`src/pwmuc_pkg.sv`:
```
`timescale 1ns / 1ps

package pwmuc_pkg;

  // APB address width: six 32-bit registers at byte offsets 0x00..0x14
  localparam int unsigned ApbAddrW = 5;
  localparam int unsigned RegIdxW  = 3;

  localparam logic [RegIdxW-1:0] REG_RUN_COUNTER       = 3'd0;
  localparam logic [RegIdxW-1:0] REG_PERIOD            = 3'd1;
  localparam logic [RegIdxW-1:0] REG_COMPARE_A         = 3'd2;
  localparam logic [RegIdxW-1:0] REG_ZERO_ACTION       = 3'd3;
  localparam logic [RegIdxW-1:0] REG_PERIOD_ACTION     = 3'd4;
  localparam logic [RegIdxW-1:0] REG_COMPARE_UP_ACTION = 3'd5;

  typedef enum logic [1:0] {
    ACT_NONE   = 2'd0,
    ACT_LOW    = 2'd1,
    ACT_HIGH   = 2'd2,
    ACT_TOGGLE = 2'd3
  } action_e;

  typedef struct packed {
    logic        run_counter;
    logic [15:0] period;
    logic [15:0] compare_a;
    action_e     zero_action;
    action_e     period_action;
    action_e     compare_up_action;
  } cfg_t;

  typedef struct packed {
    logic advance;
    logic clear_counter;
  } in_t;

  typedef struct packed {
    logic        pwm_level;
    logic [15:0] counter_value;
    logic        at_zero;
    logic        at_period;
    logic        at_compare;
  } out_t;

endpackage

```
`src/pwmuc_regs.sv`:
```
`timescale 1ns / 1ps

module pwmuc_regs
  import pwmuc_pkg::*;
(
  input  logic                clk_i,
  input  logic                rst_ni,
  input  logic                psel,
  input  logic                penable,
  input  logic                pwrite,
  input  logic [ApbAddrW-1:0] paddr,
  input  logic [31:0]         pwdata,
  output logic [31:0]         prdata,
  output logic                pready,
  output cfg_t                cfg_o
);

  cfg_t               cfg_q;
  logic               wr_en;
  logic [RegIdxW-1:0] reg_idx;

  assign pready  = 1'b1;
  assign wr_en   = psel & penable & pwrite;
  assign reg_idx = paddr[ApbAddrW-1:2];
  assign cfg_o   = cfg_q;

  always_ff @(posedge clk_i or negedge rst_ni) begin
    if (!rst_ni) begin
      cfg_q <= '0;
    end else if (wr_en) begin
      case (reg_idx)
        REG_RUN_COUNTER:       cfg_q.run_counter       <= pwdata[0];
        REG_PERIOD:            cfg_q.period            <= pwdata[15:0];
        REG_COMPARE_A:         cfg_q.compare_a         <= pwdata[15:0];
        REG_ZERO_ACTION:       cfg_q.zero_action       <= action_e'(pwdata[1:0]);
        REG_PERIOD_ACTION:     cfg_q.period_action     <= action_e'(pwdata[1:0]);
        REG_COMPARE_UP_ACTION: cfg_q.compare_up_action <= action_e'(pwdata[1:0]);
        default: ;
      endcase
    end
  end

  always_comb begin
    prdata = '0;
    case (reg_idx)
      REG_RUN_COUNTER:       prdata = {31'd0, cfg_q.run_counter};
      REG_PERIOD:            prdata = {16'd0, cfg_q.period};
      REG_COMPARE_A:         prdata = {16'd0, cfg_q.compare_a};
      REG_ZERO_ACTION:       prdata = {30'd0, cfg_q.zero_action};
      REG_PERIOD_ACTION:     prdata = {30'd0, cfg_q.period_action};
      REG_COMPARE_UP_ACTION: prdata = {30'd0, cfg_q.compare_up_action};
      default:               prdata = '0;
    endcase
  end

endmodule

```
`src/pwm_up_counter_action_qualifier.sv`:
```
`timescale 1ns / 1ps
// Channel   | Handshake                 | Payload
// ----------+---------------------------+--------------------------------
// input     | in_valid_i / in_ready_o   | in_data_i  (in_t: tick, clear)
// result    | out_valid_o / out_ready_i | out_data_o (out_t: level, count, flags)
// config    | APB psel/penable/pwrite   | paddr, pwdata, prdata
//
// One transaction per clock unless stalled: counter, shadow compare and output
// level update when the item is taken; the result appears in the next cycle.
// The result register is the only stall point; input is taken whenever that
// register is empty or being drained in the same cycle.
// Reset clears the counter, active compare, level, config and valid flag.

module pwm_up_counter_action_qualifier
  import pwmuc_pkg::*;
(
  input  logic                clk_i,
  input  logic                rst_ni,
  input  logic                in_valid_i,
  output logic                in_ready_o,
  input  in_t                 in_data_i,
  output logic                out_valid_o,
  input  logic                out_ready_i,
  output out_t                out_data_o,
  input  logic                psel,
  input  logic                penable,
  input  logic                pwrite,
  input  logic [ApbAddrW-1:0] paddr,
  input  logic [31:0]         pwdata,
  output logic [31:0]         prdata,
  output logic                pready
);

  cfg_t        cfg;
  logic [15:0] count_q, count_d;
  logic [15:0] act_cmp_q, act_cmp_d;
  logic        level_q, level_d;
  out_t        out_q;
  logic        out_valid_q;
  logic        accept;
  logic        moved;
  logic        ev_zero, ev_period, ev_compare;
  action_e     sel_act;

  pwmuc_regs u_regs (
    .clk_i   (clk_i),
    .rst_ni  (rst_ni),
    .psel    (psel),
    .penable (penable),
    .pwrite  (pwrite),
    .paddr   (paddr),
    .pwdata  (pwdata),
    .prdata  (prdata),
    .pready  (pready),
    .cfg_o   (cfg)
  );

  assign in_ready_o  = !out_valid_q || out_ready_i;
  assign accept      = in_valid_i && in_ready_o;
  assign out_valid_o = out_valid_q;
  assign out_data_o  = out_q;

  // time base: clear wins over a tick
  always_comb begin
    count_d = count_q;
    moved   = 1'b0;
    if (in_data_i.clear_counter) begin
      count_d = '0;
      moved   = 1'b1;
    end else if (in_data_i.advance && cfg.run_counter) begin
      count_d = (count_q == cfg.period) ? 16'd0 : count_q + 16'd1;
      moved   = 1'b1;
    end
  end

  // shadow load happens before the compare match of the same item
  always_comb begin
    ev_zero    = moved && (count_d == 16'd0);
    act_cmp_d  = ev_zero ? cfg.compare_a : act_cmp_q;
    ev_period  = moved && (count_d == cfg.period);
    ev_compare = moved && (count_d == act_cmp_d);
  end

  // action qualifier: period > compare > zero, skipping "none" actions
  always_comb begin
    sel_act = ACT_NONE;
    if (ev_period && cfg.period_action != ACT_NONE) begin
      sel_act = cfg.period_action;
    end else if (ev_compare && cfg.compare_up_action != ACT_NONE) begin
      sel_act = cfg.compare_up_action;
    end else if (ev_zero && cfg.zero_action != ACT_NONE) begin
      sel_act = cfg.zero_action;
    end
    case (sel_act)
      ACT_LOW:    level_d = 1'b0;
      ACT_HIGH:   level_d = 1'b1;
      ACT_TOGGLE: level_d = !level_q;
      default:    level_d = level_q;
    endcase
  end

  always_ff @(posedge clk_i or negedge rst_ni) begin
    if (!rst_ni) begin
      count_q     <= '0;
      act_cmp_q   <= '0;
      level_q     <= 1'b0;
      out_valid_q <= 1'b0;
    end else begin
      if (accept) begin
        count_q   <= count_d;
        act_cmp_q <= act_cmp_d;
        level_q   <= level_d;
      end
      if (accept) begin
        out_valid_q <= 1'b1;
      end else if (out_ready_i) begin
        out_valid_q <= 1'b0;
      end
    end
  end

  always_ff @(posedge clk_i) begin
    if (accept) begin
      out_q.pwm_level     <= level_d;
      out_q.counter_value <= count_d;
      out_q.at_zero       <= ev_zero;
      out_q.at_period     <= ev_period;
      out_q.at_compare    <= ev_compare;
    end
  end

  // a clear always lands the counter on zero with the zero event set
  a_clear_zero: assert property (@(posedge clk_i) disable iff (!rst_ni)
    accept && in_data_i.clear_counter |=> out_q.counter_value == 16'd0 && out_q.at_zero)
    else $error("clear did not produce a zero count");

  // an item that does not move the counter fires nothing and keeps the level
  a_idle_item: assert property (@(posedge clk_i) disable iff (!rst_ni)
    accept && !in_data_i.clear_counter && !(in_data_i.advance && cfg.run_counter)
    |=> !out_q.at_zero && !out_q.at_period && !out_q.at_compare &&
        $stable(count_q) && $stable(level_q))
    else $error("held counter produced an event");

  // plain count step not at period increments by one
  a_count_step: assert property (@(posedge clk_i) disable iff (!rst_ni)
    accept && !in_data_i.clear_counter && in_data_i.advance && cfg.run_counter &&
    count_q != cfg.period |=> count_q == $past(count_q) + 16'd1)
    else $error("counter step wrong");

  // input side only blocks while a result waits
  a_stall_reason: assert property (@(posedge clk_i) disable iff (!rst_ni)
    !in_ready_o |-> out_valid_o && !out_ready_i)
    else $error("input stalled without a pending result");

endmodule
```
`config.mk`:
```
export PLATFORM = sky130hd
export DESIGN_NAME = pwm_up_counter_action_qualifier
export DESIGN_NICKNAME = d
export VERILOG_FILES = /design/src/pwmuc_pkg.sv /design/src/pwmuc_regs.sv /design/src/pwm_up_counter_action_qualifier.sv
export SDC_FILE = /design/constraint.sdc
export NUM_CORES = 1
export LEC_CHECK = 0
export BUFFER_PORTS_ARGS = -buffer_cell sky130_fd_sc_hd__buf_4
export CORE_ASPECT_RATIO = 0.6
export CORE_MARGIN = 4
export CORE_UTILIZATION = 54
export DETAILED_ROUTE_END_ITERATION = 10
export PLACE_DENSITY = 0.74
export SETUP_SLACK_MARGIN = 0.05
export SYNTH_ARGS = -nofsm -noshare
export SYNTH_HDL_FRONTEND = slang
export SYNTH_SLANG_ARGS = --single-unit
```
`constraint.sdc`:
```
create_clock -name clk_i -period 5.8 [get_ports clk_i]
set_input_delay 0.87 -clock clk_i [delete_from_list [all_inputs] [get_ports clk_i]]
set_output_delay 0.87 -clock clk_i [all_outputs]
set_load 0.01 [all_outputs]
```
==> impl_results.md, run 1 <==
* # port buffers at between 60 and 70
* PwrDens at 299 nW/um^2
* RR Endpoint: out_data_o[19]
* Final Hold Vio Count at 0
* FF-to-FF path depth at 12
* Leakage at approximately 2.8 nW
* Crit end category: flip-flop
* Combinational Power Share at a little under a quarter
* Sequential area share after synthesis at about two fifths
* Cell Chain, Critical Path: ha_1 > nand4_2 > or3_4 > xor2_1 > o22ai_1 > o21ai_0 > and4bb_1 > o221ai_1 > nor4_4 > a21o_1 > and3_1 > o21ai_1
* Critical path arrival at ~4300 ps
* WHS Path Cells at 1
* Status: finished, final reports clean
* Synth Instances at around 560
* Avg Cell Area, Syn at 10.5 sq um
* Clk slew on worst S/H paths at about 70 ps
* N_diodes at 0
* Worst Hold Class: reg -> reg
* Root Driver: clkbuf_16
* Initial antenna violation count at 0
* Area grow syn2layout at 12.5%
* Max Buffers Root-to-Sink at 2
* Min cycle time layout at just over 4000 ps
* Placed insts at 730
* Drt pass-1 iters at 5
* Floorplan die height at approximately 89 um
* Worst Skew at 5.63 ps
* CP bufs+invs at 0
* Least-Margin Pin Slew at approximately 1200 ps
* Tot GR Track Use at around a quarter
* Post-synth EDFFs at 20
* Largest net degree at the start of global routing at 74
* Initial DRC count at ~480
* Core box area at between 10000 and 15000 sq um
* Num CTS Buffers at 9
* Setup TNS at 0 ps
* Worst EP required at 5900 ps
* Crit path max fanout at 7
* TritonCTS Sinks at between 90 and 100
* Switch Pwr at 639 uW
* Fmax at 241 MHz
* Cells resized by post-CTS repair at 0
* Net count, final at roughly 650
* Max Cap Viol at 0
* Sw Share at approximately 33%
* Syn Std Cell Area at about 5900 sq um
* Final period util at between 70% and 80%
* Clk_lat worst skew at 340 ps
* Wirelength per Cell at around 22 um
* RSZ-0062 raised after global routing: no
* Final GP Congestion at around 1.0
* Antenna Nets Post-Route at 0
* Hold Buf Count CTS at 0
* Worst VDD drop at 0.000167 V
* CP Class: reg -> reg
* Die ar. at ~13000 sq um
* Internal at roughly 1.3 mW
* Share of cells above drive strength 1 at slightly below 30%
* Seq pwr share at a little under half
* Post-route insts no fill at roughly 750
* Reg2Reg Setup Slack at ~1600 ps
* CP top delay family: simple AND/OR/NAND/NOR gates
* Grt ovf at 0
* Post-CTS Setup Bufs at 0
* Total chip power at ~2.0 mW
* Worst stage delay on the critical path at between 500 and 600 ps
* DR vias at about 4600
* Startpoint type of the worst setup path: flip-flop
* Top_reg_cell synth: dfrtp_1
* Vias in the first global route at around 4500
* Asr flop ratio synth at 78.5%
* First-pass GRT wire length at approximately 25000 um
* WHS Endpoint: act_cmp_q[9]
* IO Count at around 100
* R2r startpoint: count_q[1]
* Flops & latches, synth at 93
* Initial Utilization at a little under three fifths
* DRC viols at 0
* Final count of pins violating max slew at 0
* Number of H-tree levels at 3
* Clock share of power at around 30%
* WL final at between 15000 and 20000 um
* Yosys cell types at 84
* CP max stage cell: dfrtp_1
* Rows at 29
* Die W at 142 um
* TritonCTS clock tree: yes
* Fillers at between 800 and 900
* Slew HR at ~22%
* Min-delay src: act_cmp_q[9]
* Endpoints failing setup at 0
* Via/cell ratio at around 6.2
* Synth Warn # at 0
* DP HPWL at 12300 um
==> layout by cell type, fill, tap and decap left out, types with 5 or more instances in the layout <==
cell,instances
clkbuf_16,10
edfxtp_1,20
conb_1,17
and2_1,7
nand4_1,7
mux2_2,58
or3_1,6
a21o_1,5
a22oi_1,20
nor2_1,44
nand2_1,44
buf_4,69
nor3_1,13
o31ai_1,7
a21oi_1,15
xor2_1,9
o21ai_0,19
mux2i_1,9
inv_1,12
xnor2_1,34
nand3_1,10
dfrtp_1,73
==> metrics by stage <==
step	setup WS (ps)	utilization, %	area [sq um]	hold WS (ps)
2_1_floorplan	2280	-	5910	492
3_3_place_gp	1710	59.6	6290	513
3_5_place_dp	1660	59.6	6290	520
4_1_cts	1710	62.4	6590	534
5_1_grt	1450	62.4	6590	544
6_report	1650	62.4	6590	531
==> routing by layer <==
metal	wire length (um)	part of all wire [%]	global-route usage [%]	vias up
met2	6500	40	36.3	228
met4	184	1.1	5.35	0
met3	1550	9.5	6.80	17
li1	-	-	-	2107
met1	8040	49	41.8	2297
met5	0	0	0	-
==> state kept, by name (all words and copies together) (netlist names) <==
signal	count
act_cmp_q	16
count_q	16
level_q	1
out_data_o	20
out_valid_o	1
u_regs.cfg_o	39
==> layout make-up <==
cell class / count / area [sq um] / share of cell area, %
Timing Repair Buffer: 69 / 518 / 7.86
Clock inverter: 5 / 40.0 / 0.608
Sequential cell: 93 / 2430 / 36.8
Multi-Input combinational cell: 415 / 3120 / 47.4
Inverter: 14 / 52.6 / 0.798
Tap cell: 139 / 174 / 2.64
Clock buffer: 11 / 254 / 3.86
==> Yosys cell counts (10+ instances only) <==
cell | instances | area share [%]
a21oi_1 | 15 | 1.3
a22oi_1 | 20 | 2.6
buf_4 | 19 | 2.4
clkbuf_1 | 18 | 1.2
dfrtp_1 | 73 | 31
edfxtp_1 | 20 | 10
inv_1 | 12 | 0.77
mux2_2 | 58 | 11
nand2_1 | 44 | 2.8
nand3_1 | 10 | 0.86
nor2_1 | 44 | 2.8
nor3_1 | 13 | 1.1
o21ai_0 | 19 | 1.6
xnor2_1 | 34 | 5.1
==> power by group through the flow <==
stage          combinational [mW]  clock [mW]  sequential [mW]
6_report                    0.459       0.583            0.925
5_1_grt                     0.503       0.617            0.939
4_1_cts                     0.457       0.589            0.919
3_5_place_dp                0.454           0            0.932
3_3_place_gp                0.444           0            0.925
2_1_floorplan               0.350           0            0.871
==> how the worst max path moves through the flow <==
stage	slack (ps)	end	depth (start not counted)	start
finish	1650	out_data_o[19]	12	count_q[1]
detailed placement	1660	out_data_o[19]	12	in_data_i[1]
global route	1450	out_data_o[19]	12	count_q[1]
floorplan	2280	out_data_o[19]	13	in_data_i[1]
global placement	1710	out_data_o[19]	12	in_data_i[1]
CTS	1710	out_data_o[19]	12	count_q[1]
==> kinds of logic after synthesis <==
family / after synthesis / share of synthesized area [%]
flip-flops: 93 / 41.5
AO/OA/AOI/OAI: 110 / 15.0
adder cells (fa/ha/maj): 1 / 0.214
other: 2 / 0.128
AND/OR/NAND/NOR: 173 / 16.5
buffers and inverters: 64 / 6.24
XOR/XNOR: 45 / 7.10
multiplexers: 69 / 13.3
Note: power is estimated with default switching activity, not from simulation.
==> inputs of run 2 (changes only) <==
CORE_UTILIZATION = 51   (was 54)
clock period = 3.6 ns   (was 5.8 ns; I/O delays follow)
==> impl_results.md, run 2 (synthesis gave the netlist of run 1 again) <==
* Multi-input logic area at 3240 sq um (+3.9%)
* # port buffers at 65 (unchanged)
* Min cycle time layout at 3650 ps (-502 ps)
* Worst Skew at 11.3 ps (+5.70 ps)
* PwrDens at 463 nW/um^2 (+55%)
* Endpoints failing setup at 1 (+1)
* Final Hold Vio Count at 0 (unchanged)
* Setup ws final at -52.0 ps (-1700 ps)
* Reg2Reg Setup Slack at -50 ps (-1700 ps)
* Area grow syn2layout at 25.7%
* TritonCTS Sinks at 93 (unchanged)
* Num CTS Buffers at 9 (unchanged)
* Max Cap Viol at 0 (unchanged)
* Rows at 29 (unchanged)
* Wirelength per Cell at 23.3 um (+6.7%)
* Worst EP required at 3710 ps (-2190 ps)
* WL final at 19300 um (+18%)
* CP top delay family: compound AO/OA/AOI/OAI gates
* Die ar. at 13300 sq um (+5.4%)
* Fin Hold WS at 336 ps (-195 ps)
* Setup crit start: u_regs.cfg_o[32]
* Status: complete, but fails checks
* IO Count at 101 (unchanged)
* Post-route insts no fill at 828 (+11%)
* TritonCTS clock tree: yes
* Die W at 146 um (+2.7%)
* Crit end category: flip-flop
* Final period util at 101% (+30 points)
* Register Area at 2430 sq um (+0.26%)
* Last element of the critical path: out_data_o[19]
* Via/cell ratio at 6.09 (-2.3%)
* Vias in the first global route at 5017 (+13%)
* DP HPWL at 14800 um (+20%)
* Share of cells above drive strength 1 at 40.3% (+11 points)
* CP bufs+invs at 0 (unchanged)
* Critical path arrival at 3760 ps (-490 ps)
* Floorplan die height at 91.0 um (+2.6%)
* Failing checks: negative setup slack
* Largest register FFs at 39 (unchanged)
* Number of H-tree levels at 3 (unchanged)
* Net count, final at 731 (+13%)
* Initial antenna violation count at 0 (unchanged)
* Cell Chain, Critical Path: xnor2_1 > nand4_4 > o41a_1 > nor2_2 > mux2_4 > a2111oi_4 > o211ai_2 > nor4_4 > a21o_1 > and3_4 > o21ai_2
* CP Class: reg -> reg
* Commonest non-fill, non-tap cell in the layout: buf_4
* Tot GR Track Use at 29.3% (+2.8 points)
* Worst VDD drop at 0.000373 V (+120%)
* Grt ovf at 0 (unchanged)
* Fillers at 828 (-3.5%)
* Setup TNS at -52.0 ps (-52.0 ps)
* RSZ-0062 raised after global routing: yes
* Clk slew on worst S/H paths at 80 ps (about the same)
* Hold Buf Count CTS at 0 (unchanged)
* Startpoint type of the worst setup path: flip-flop
* DR vias at 5041 (+8.4%)
* Placed insts at 806 (+10%)
* Crit path depth at 11 (-1)
* CP max stage cell: o41a_1
* RR Endpoint: out_data_o[19]
* Largest net degree at the start of global routing at 74 (unchanged)
* Least-Margin Pin Slew at 980 ps (-189 ps)
* N_diodes at 0 (unchanged)
* FF-to-FF path depth at 11 (-1)
* First-pass GRT wire length at 29900 um (+18%)
* Crit path max fanout at 4 (-3)
* R2r startpoint: u_regs.cfg_o[32]
* Most frequent cells in the layout: buf_4, dfrtp_1, mux2_2, nand2_1, nor2_1
* DRC viols at 0 (unchanged)
* Core box area at 10900 sq um (+3.1%)
* Initial DRC count at 552 (+15%)
* Final GP Congestion at 1.00 (-0.50%)
* Slew HR at 34.7% (+13 points)
* Antenna Nets Post-Route at 0 (unchanged)
* Clk_lat worst skew at 360 ps (+20 ps)
* Root Driver: clkbuf_16
* Worst stage delay on the critical path at 460 ps (-130 ps)
* Drt pass-1 iters at 5 (unchanged)
* Leakage at 3.24 nW (+15%)
* Final count of pins violating max slew at 0 (unchanged)
* Max Buffers Root-to-Sink at 2 (unchanged)
* Fmax at 274 MHz (+14%)
* Worst Hold Class: in -> async
* Initial Utilization at 53.8% (-1.7 points)
run 2: power by group:
part	leakage, nW	switching, mW	internal, mW
sequential	1.14	0.234	1.24
clock	0.145	0.476	0.493
combinational	1.95	0.469	0.491
run 2: how the worst min path moves through the flow:
stage / start / cells after the start / to
after floorplan: rst_ni / 0 / act_cmp_q[0]
after global placement: act_cmp_q[9] / 1 / act_cmp_q[9]
after detailed placement: act_cmp_q[9] / 1 / act_cmp_q[9]
after CTS: rst_ni / 1 / u_regs.cfg_o[23]
final: rst_ni / 1 / act_cmp_q[0]
after global routing: in_valid_i / 2 / out_valid_o
run 2: metal layers:
layer  vias up  track usage, %  part of all wire (%)
met5         -               0                     0
met4         0            7.04                   1.9
met3        35            7.91                    10
met2       277            39.5                    40
met1      2478            46.3                    48
li1       2251               -                     -
run 2: layout make-up:
type | instances | area share, %
Multi-Input combinational cell | 415 | 44.1
Sequential cell | 93 | 33.1
Timing Repair Buffer | 151 | 15.6
Clock buffer | 9 | 3.06
Tap cell | 139 | 2.36
Clock inverter | 7 | 1.02
Inverter | 14 | 0.715
run 2: worst register-to-register path: stages, from the launching register on:
cell and delay, ps:
dfrtp_1 450, xnor2_1 310, nand4_4 180, o41a_1 460
nor2_2 200, mux2_4 340, a2111oi_4 410, o211ai_2 180
nor4_4 460, a21o_1 190, and3_4 180, o21ai_2 50
run 2: timing repair:
item,4_1_cts,5_1_grt
resized for setup,15,10
cloned,0,0
pin swaps,8,16
setup endpoints to repair,2,2
endpoints found under the hold margin,0,0
setup buffers,2,4
run 2: per-stage QoR:
| step | power [mW] | instance area (sq um) | setup slack [ps] | utilization [%] |
|---|---|---|---|---|
| final | 3.41 | 7350 | -52.0 | 67.6 |
| after global routing | 3.56 | 7350 | -111 | 67.6 |
| after CTS | 3.36 | 7270 | 49.2 | 66.8 |
| after detailed placement | 2.38 | 6880 | -109 | 63.2 |
| after global placement | 2.34 | 6880 | -84.5 | 63.2 |
| after floorplan | 1.97 | 5910 | 218 | - |
